[src/hdl/ppad_pkg.sv]
// Shared widths, status codes and controller/datapath handshake types.
`timescale 1ns / 1ps
`default_nettype none
package ppad_pkg;

  // Field widths
  localparam int COORD_W  = 24;             // vertex and point coordinates
  localparam int DIR_W    = COORD_W + 1;    // coordinate differences
  localparam int MAG_W    = COORD_W;        // magnitude of a difference
  localparam int DIST_W   = 32;             // running length and target
  localparam int LEN_W    = 25;             // one segment length
  localparam int SQ_W     = 2 * MAG_W + 1;  // dx*dx + dy*dy
  localparam int PROD_W   = 2 * MAG_W + 1;  // rounded interpolation dividend
  localparam int QUO_W    = MAG_W;          // interpolation offset magnitude
  localparam int STATUS_W = 2;
  localparam int SEEN_W   = 2;

  // Iteration counts of the shared units
  localparam int SQRT_STEPS = (SQ_W + 1) / 2;
  localparam int SQRT_CNT_W = $clog2(SQRT_STEPS);
  localparam int DIV_CNT_W  = $clog2(QUO_W);

  // Result status codes
  localparam logic [STATUS_W-1:0] ST_FOUND   = 2'd0;
  localparam logic [STATUS_W-1:0] ST_CLAMPED = 2'd1;
  localparam logic [STATUS_W-1:0] ST_SHORT   = 2'd2;

  // Vertices seen in the open polyline, saturating
  localparam logic [SEEN_W-1:0] SEEN_NONE = 2'd0;
  localparam logic [SEEN_W-1:0] SEEN_ONE  = 2'd1;
  localparam logic [SEEN_W-1:0] SEEN_MAX  = 2'd2;

  typedef logic signed [COORD_W-1:0] coord_t;
  typedef logic signed [DIR_W-1:0]   dir_t;
  typedef logic        [DIST_W-1:0]  dist_t;
  typedef logic        [LEN_W-1:0]   len_t;

  // Commands from the controller to the datapath
  typedef struct packed {
    logic load;        // latch the accepted item
    logic start_line;  // open a new polyline at the latched vertex
    logic diff;        // form the segment difference
    logic square;      // square the difference magnitudes
    logic root_start;  // launch the segment length root
    logic decide;      // capture the interpolation numerator
    logic mul;         // multiply numerator by the magnitudes
    logic div_start;   // launch both interpolation divisions
    logic hit;         // store the interpolated point
    logic commit;      // advance previous vertex and running length
    logic emit_one;    // load a single-vertex result
    logic emit;        // load a found or clamped result
  } cmd_t;

  // Status from the datapath to the controller
  typedef struct packed {
    logic open_line;   // item continues an open polyline
    logic last;        // item closes the polyline
    logic hit;         // this segment passes the target
    logic root_busy;
    logic div_busy;
    logic out_free;    // result register can take a new item
  } sts_t;

endpackage
`default_nettype wire

[src/hdl/ppad_ctrl.sv]
// Controller: sequences one vertex item through the datapath.
`timescale 1ns / 1ps
`default_nettype none
module ppad_ctrl (
  input  wire logic           clk,
  input  wire logic           rst_n,
  input  wire logic           in_valid,
  output      logic           in_ready,
  input  wire ppad_pkg::sts_t sts,
  output      ppad_pkg::cmd_t cmd
);

  localparam logic [3:0] S_IDLE     = 4'd0;
  localparam logic [3:0] S_CHECK    = 4'd1;
  localparam logic [3:0] S_SQUARE   = 4'd2;
  localparam logic [3:0] S_ROOT_GO  = 4'd3;
  localparam logic [3:0] S_ROOT     = 4'd4;
  localparam logic [3:0] S_DECIDE   = 4'd5;
  localparam logic [3:0] S_MUL      = 4'd6;
  localparam logic [3:0] S_DIV_GO   = 4'd7;
  localparam logic [3:0] S_DIV      = 4'd8;
  localparam logic [3:0] S_HIT      = 4'd9;
  localparam logic [3:0] S_COMMIT   = 4'd10;
  localparam logic [3:0] S_EMIT_ONE = 4'd11;
  localparam logic [3:0] S_EMIT     = 4'd12;

  logic [3:0] state_r, state_nxt;

  assign in_ready = (state_r == S_IDLE);

  // Next state and commands
  always_comb begin
    state_nxt = state_r;
    cmd       = '0;
    unique case (state_r)
      S_IDLE: begin
        if (in_valid) begin
          cmd.load  = 1'b1;
          state_nxt = S_CHECK;
        end
      end
      S_CHECK: begin
        if (sts.open_line) begin
          cmd.diff  = 1'b1;
          state_nxt = S_SQUARE;
        end else begin
          cmd.start_line = 1'b1;
          state_nxt      = sts.last ? S_EMIT_ONE : S_IDLE;
        end
      end
      S_SQUARE: begin
        cmd.square = 1'b1;
        state_nxt  = S_ROOT_GO;
      end
      S_ROOT_GO: begin
        cmd.root_start = 1'b1;
        state_nxt      = S_ROOT;
      end
      S_ROOT: begin
        if (!sts.root_busy) begin
          state_nxt = S_DECIDE;
        end
      end
      S_DECIDE: begin
        cmd.decide = 1'b1;
        state_nxt  = sts.hit ? S_MUL : S_COMMIT;
      end
      S_MUL: begin
        cmd.mul   = 1'b1;
        state_nxt = S_DIV_GO;
      end
      S_DIV_GO: begin
        cmd.div_start = 1'b1;
        state_nxt     = S_DIV;
      end
      S_DIV: begin
        if (!sts.div_busy) begin
          state_nxt = S_HIT;
        end
      end
      S_HIT: begin
        cmd.hit   = 1'b1;
        state_nxt = S_COMMIT;
      end
      S_COMMIT: begin
        cmd.commit = 1'b1;
        state_nxt  = sts.last ? S_EMIT : S_IDLE;
      end
      S_EMIT_ONE: begin
        if (sts.out_free) begin
          cmd.emit_one = 1'b1;
          state_nxt    = S_IDLE;
        end
      end
      S_EMIT: begin
        if (sts.out_free) begin
          cmd.emit  = 1'b1;
          state_nxt = S_IDLE;
        end
      end
      default: begin
        state_nxt = S_IDLE;
      end
    endcase
  end

  always_ff @(posedge clk) begin
    if (!rst_n) begin
      state_r <= S_IDLE;
    end else begin
      state_r <= state_nxt;
    end
  end

endmodule
`default_nettype wire

[config.mk]
export PLATFORM = sky130hd
export DESIGN_NAME = ppad_ctrl
export DESIGN_NICKNAME = d
export VERILOG_FILES = /design/src/hdl/ppad_pkg.sv /design/src/hdl/ppad_ctrl.sv
export SDC_FILE = /design/constraint.sdc
export NUM_CORES = 1
export LEC_CHECK = 0
export BUFFER_PORTS_ARGS = -buffer_cell sky130_fd_sc_hd__buf_2
export CAP_MARGIN = 20
export CORE_AREA = 2 2 39 41
export DETAILED_ROUTE_END_ITERATION = 12
export DIE_AREA = 0 0 41 43
export GPL_TIMING_DRIVEN = 1
export SLEW_MARGIN = 30
export SYNTH_ARGS = -nofsm -noshare
export SYNTH_HDL_FRONTEND = slang
export SYNTH_SLANG_ARGS = --single-unit
[constraint.sdc]
create_clock -name clk -period 2.15 [get_ports clk]
set_input_delay 0.43 -clock clk [delete_from_list [all_inputs] [get_ports clk]]
set_output_delay 0.43 -clock clk [all_outputs]
set_load 0.01 [all_outputs]
**Yosys cells after proc, flatten, opt, wreduce, memory -nomap -nowiden**

Cells that the tools add are included.

- Bits in registers: 4
- Output and inout port bits: 13
- Bits of input ports: 9

- Reductions and logical operators: 3
- Equality and inequality tests: 16
- Muxes and demuxes: 24

Operators with widths:

| kind | number |
|---|---|
| $pmux 4 s12 | 1 |
| $mux 4 | 8 |
| $eq 4x4->1 const B | 5 |
| $eq 4x3->1 const B | 4 |
| $mux 1 | 14 |
| $eq 4x2->1 const B | 2 |
| $ne 2x2->1 const B | 3 |
| $eq 4x1->1 const B | 1 |
| $logic_not 4->1 | 1 |
| $reduce_and 4->1 | 1 |
| $mux 2 | 1 |
| $ne 2x1->1 const B | 1 |
| $reduce_or 2->1 | 1 |

**Logic depth before layout (Yosys ltp)**

Gate-level depths: netlist of run 1.

- Depth in word-level cells: 4
- Gate-level depth with buffers: 6
- Mapped depth without buffers: 5

**Worst setup path before layout of run 1**

No wires, ideal clock.

- Path kind: reg2out
- From: register state_r[2]
- To: output port cmd[11] (netlist name)
- Buffers on the path: 1
- Path slack: 529 ps
- Required time: 1720 ps
- Cell stages (with the launch flop): 4
- Data arrival time: 1191 ps
- Cell sequence: dfxtp_1 > buf_4 > nor4_1 > and2_1

RTL lines:

| what | line | RTL |
|---|---|---|
| from (decl) | ppad_ctrl.sv:27 | `logic [3:0] state_r, state_nxt;` |
| from (signal assigned) | ppad_ctrl.sv:111 | `state_r <= state_nxt;` |
| to (decl) | ppad_ctrl.sv:10 | `output ppad_pkg::cmd_t cmd` |

==> results.md, run 1 <==
- Initial core utilization: 32.64%
- Commonest non-fill, non-tap cell in the layout: buf_2
- Register area share after synthesis: 17.73%
- Remaining DRCs: 0
- Clock Latency Late Sink: 230 ps
- Max transition margin: 58.42%
- Critical path launch point: state_r[0]
- WL final: 1.044 mm
- Initial DRC count: 4
- Layout cells sized above 1: 38.27%
- Post-cts resize count: 0
- Status: completed
- P&R area growth vs syn: 27.42%
- H-tree depth: 1
- RR Startpoint: state_r[2]
- Total gr overflow: 0
- DR vias/cell: 5.216
- Final nets: 92
- Number of flip-flops in the largest register: 4
- Element type at the critical path end: output pin
- Root buf cell: clkbuf_4
- Syn avg cell area: 7.285 sq um
- HP Class: in -> reg
- Die height: 43 microns
- # diodes: 0
- Max cap viols: 0
- Largest net degree at the start of global routing: 23
- Biggest register: state_r
- F_max: 538.6 MHz
- Pleak: 0.0002575 uW
- Drt first pass iters: 4
- TritonCTS Buffers: 3
- Vias in the first global route: 432
- Vias: 506
- Critical Path Sink: cmd[9]
- Worst r2r path cells: 5
- Minimum clock period: 1857 ps
- Reg2reg end: state_r[3]
- Peak supply drop: 473.3 uV
- Pwr Density: 1130 nW/um^2
- Slew of the pin with the lowest slew margin: 622.8 ps
- Clk slew on worst S/H paths: 30 ps
- Post-synthesis cell count: 62
- Final Hold Vio Count: 0
- Critical path type: reg -> out
- Placed Cells incl. Taps: 94
- Setup ws final: 293.5 ps
- Post-synthesis cell area: 451.7 sq um
- Core ar.: 1384 sq um
- Total negative slack: 0 ps
- ANT nets after route: 0
- Post-CTS Setup Bufs: 0
- Required @ worst endpoint: 1720 ps
- Hold_buf cts: 0
- Final setup violation count: 0
- Clk buf depth: 2
- Leading area contributor after synthesis: dfxtp_1
- Post-Place Worst Slack: 484.6 ps
- Die X: 41 microns
- IO buf count: 21
- Num ports: 22
- WP data arrival: 1430 ps
- Commonest non-fill, non-tap cells in the layout: 21 x buf_2, 7 x nand2b_1, 7 x nor2_1
- FP Rows: 14
- Crit path max fanout: 13
- Post-synth top area share: 17.73%
- First-pass GRT wire length: 1.718 mm
- GRT Overall Usage: 13.64%
- Synth unique cells: 31
- RSZ-0062 raised after global routing: no
- Fin. max-slew vios: 0
- Period utilisation layout: 86.35%
- Initial antenna violation count: 0
- CTS tree: done
- Mapped Nets: 71
- Final clock skew: 0.1427 ps
- Die area: 1763 sq um
- Finished Layout Cells: 97
- Dominant cells by area after synthesis: dfxtp_1 18%, nand2b_1 9.7%, nor2_1 5.8%
- Post-DR wirelength/cell: 10.76 microns
- #FFs+latches synth: 4
- Routability cong.: 0.8056
- Yosys warning count: 0
- Largest registers: state_r (4)
- R2R Setup Slk: 470 ps
- CTS Sinks: 4
- CP Launch Type: flip-flop
- Post-DP HPWL: 821.9 microns
## report_power, final
group | switching [uW] | total, uW | internal, uW
clock | 26.7 | 88.8 | 62.2
sequential | 93.9 | 196 | 102
combinational | 181 | 365 | 184
## kinds of logic (layout without fill, tap and decap cells)
kind of cell / count (synthesis) / in the layout / synth area share, %
buffers and inverters: 7 / 26 / 7.755
DFF: 4 / 4 / 17.73
and+or+nand+nor: 33 / 33 / 45.15
AOI/OAI and AO/OA: 18 / 18 / 29.37
## stage by stage
step	hold slack [ps]	area (sq um)	util (%)	total power, uW
6_report	436.1	575.6	41.59	650.1
3_3_place_gp	677.5	553.0	39.96	562.2
2_1_floorplan	547.5	451.7	-	473.8
4_1_cts	430.0	575.6	41.59	658.4
3_5_place_dp	671.1	553.0	39.96	564.3
5_1_grt	448.3	575.6	41.59	723.9
## cell type report
cell class,count,area (sq um)
Fill cell,152,808.3
Multi-Input combinational cell,51,336.6
Timing Repair Buffer,22,112.6
Sequential cell,4,80.08
Clock buffer,3,22.52
Tap cell,16,20.02
Inverter,1,3.754
## Yosys cell counts (all sizes together)
| cell | n |
|---|---|
| and2b | 1 |
| o21a | 1 |
| a32oi | 1 |
| o21ai | 3 |
| and4 | 1 |
| a21boi | 2 |
| o22ai | 1 |
| a22oi | 1 |
| inv | 1 |
| dfxtp | 4 |
| a21o | 1 |
| clkbuf | 1 |
| nand3b | 1 |
| a311oi | 1 |
| or3 | 1 |
| nor4b | 1 |
| or2b | 1 |
| nor3 | 5 |
| nand2b | 7 |
| and2 | 2 |
| nor2b | 1 |
| o211ai | 1 |
| nor2 | 7 |
| nand2 | 2 |
| or4b | 1 |
| o31ai | 1 |
| nor4 | 2 |
| a21oi | 5 |
| buf | 5 |
## how the worst min path moves through the flow
stage	from	endpoint	slack, ps	cells after the start
6_report	rst_n	state_r[3]	440	2
5_1_grt	rst_n	state_r[3]	450	2
4_1_cts	rst_n	state_r[3]	430	2
3_5_place_dp	rst_n	state_r[3]	670	2
3_3_place_gp	rst_n	state_r[3]	680	2
2_1_floorplan	rst_n	state_r[3]	550	1
## worst max-delay path: stages (launching register included)
cell and delay (ps):
dfxtp_1 560, nand2b_1 180, nor4b_1 290, buf_2 180
## layer usage
layer	routed length, microns	track usage (%)
met1	482	19.23
met2	518	20.00
met3	43	1.571
met4	0	6.000
met5	0	0
Power figures use the tool's default switching activity.
==> run 2, diff against run 1 <==
--- a/config.mk
+++ b/config.mk
@@ -5,12 +5,15 @@
 export SDC_FILE = /design/constraint.sdc
 export NUM_CORES = 1
 export LEC_CHECK = 0
-export BUFFER_PORTS_ARGS = -buffer_cell sky130_fd_sc_hd__buf_2
 export CAP_MARGIN = 20
+export CELL_PAD_IN_SITES_DETAIL_PLACEMENT = 0
+export CELL_PAD_IN_SITES_GLOBAL_PLACEMENT = 1
 export CORE_AREA = 2 2 39 41
 export DETAILED_ROUTE_END_ITERATION = 12
 export DIE_AREA = 0 0 41 43
-export GPL_TIMING_DRIVEN = 1
+export DONT_BUFFER_PORTS = 1
+export GPL_TIMING_DRIVEN = 0
+export PLACE_DENSITY_LB_ADDON = 0.1
 export SLEW_MARGIN = 30
 export SYNTH_ARGS = -nofsm -noshare
 export SYNTH_HDL_FRONTEND = slang
==> run 2 against run 1 <==
First-iteration DRC count is 50% higher; routed wire length increased by 13%; clock-buffer cell count did not move; die area unchanged; non-clock buffer count is 16 lower; critical path type unchanged.
==> results.md, run 2 (synthesis results as in run 1) <==
- Commonest non-fill, non-tap cells in the layout: 7 x nand2b_1, 7 x nor2_1, 5 x nor3_1
- ANT nets after route: 0
- Slew of the pin with the lowest slew margin: 624.4 ps
- Critical path launch point: state_r[2]
- FP Rows: 14
- DR vias/cell: 5.420
- Final Hold Vio Count: 0
- Final setup violation count: 0
- Total negative slack: 0 ps
- Layout cells sized above 1: 21.54%
- Total gr overflow: 0
- Pleak: 0.0001786 uW
- Max transition margin: 57.99%
- CTS tree: done
- Initial antenna violation count: 0
- Initial core utilization: 32.64%
- P&R area growth vs syn: 9.418%
- Largest net degree at the start of global routing: 11
- Die X: 41 microns
- TritonCTS Buffers: 3
- Worst-path cell chain: buf_4 -> nor4_1 -> and2_1
- Vias: 439
- Die height: 43 microns
- CP Launch Type: flip-flop
- CTS Sinks: 4
- Largest registers: state_r (4)
- Number of flip-flops in the largest register: 4
- GRT Overall Usage: 15.65%
- Clk buf depth: 2
- Core ar.: 1384 sq um
- Root buf cell: clkbuf_4
- Element type at the critical path end: output pin
- Peak supply drop: 731.8 uV
- Die area: 1763 sq um
- H-tree depth: 1
- IO buf count: 0
- RSZ-0062 raised after global routing: no
- Post-CTS Setup Bufs: 0
- Clock Latency Late Sink: 230 ps
- Final clock skew: 4.374 ps
- # diodes: 0
- WL final: 1.180 mm
- Post-cts resize count: 0
- Clk slew on worst S/H paths: 40 ps
- Crit path max fanout: 10
- Post-DP HPWL: 888.1 microns
- Hold_ws: 315.4 ps
- Final nets: 76
- HP Class: in -> reg
- Pwr Density: 1295 nW/um^2
- Routability cong.: 0.7909
- Biggest register: state_r
- RR Startpoint: state_r[2]
- Period utilisation layout: 93.38%
- First-pass GRT wire length: 1.876 mm
- Minimum clock period: 2008 ps
- F_max: 498.1 MHz
- Status: completed
- Post-DR wirelength/cell: 14.57 microns
- Max cap viols: 0
- Num ports: 22
- Required @ worst endpoint: 1720 ps
- Min-delay src: rst_n
- Critical path type: reg -> out
- Vias in the first global route: 425
- Design Power: 639.9 uW
- WP data arrival: 1580 ps
- Initial DRC count: 6
- Drt first pass iters: 4
- CP max stage delay: 570 ps
- Critical path's slowest cell: nor4_1
- Fin. max-slew vios: 0
- Hold_buf cts: 0
- Remaining DRCs: 0
==> run 2: changes by cell type in the layout (fill, tap and decap cells not counted), sizes merged <==
cell | previous run | this run
buf | 22 | 5
clkbuf | 3 | 4
==> run 2: area by class of cell <==
cell class	count	area, sq um
plain buffers	6	31.28
clock buffers	3	22.52
fillers	156	889.6
inverters	1	3.754
multi-input cells	51	336.6
flip-flops and latches	4	80.08
well taps	16	20.02
==> run 2: path summary, 6_finish.rpt <==
path	to	slack [ps]	cells past startpoint
min	state_r[1]	320	1
max reg2reg	state_r[3]	730	6
max	cmd[11]	140	3
min reg2reg	state_r[1]	730	3
==> run 2: stage by stage <==
step | std cells | util (%) | cell area [sq um] | setup slack [ps]
2_1_floorplan | 62 | - | 451.7 | 529.1
3_3_place_gp | 78 | 34.09 | 471.7 | 395.6
3_5_place_dp | 78 | 34.09 | 471.7 | 373.3
4_1_cts | 81 | 35.71 | 494.2 | 112.4
5_1_grt | 81 | 35.71 | 494.2 | 78.13
6_report | 81 | 35.71 | 494.2 | 142.3
==> run 2: layer usage <==
metal	vias up	part of all wire (%)	track usage, %
met5	-	0	0
met1	196	47	20.19
met2	13	47	22.81
met3	0	5.4	7.330
li1	230	-	-
met4	0	0	4.000
==> run 2: power breakdown <==
part / switching, uW / internal (uW)
sequential: 21.0 / 102
clock: 29.3 / 62.3
combinational: 258 / 167
==> run 2: critical path, delay by kind of cell (launching register included) <==
kind                   cells  cell delay (ps)
buffers and inverters      1              180
DFF                        1              330
and+or+nand+nor            2              840
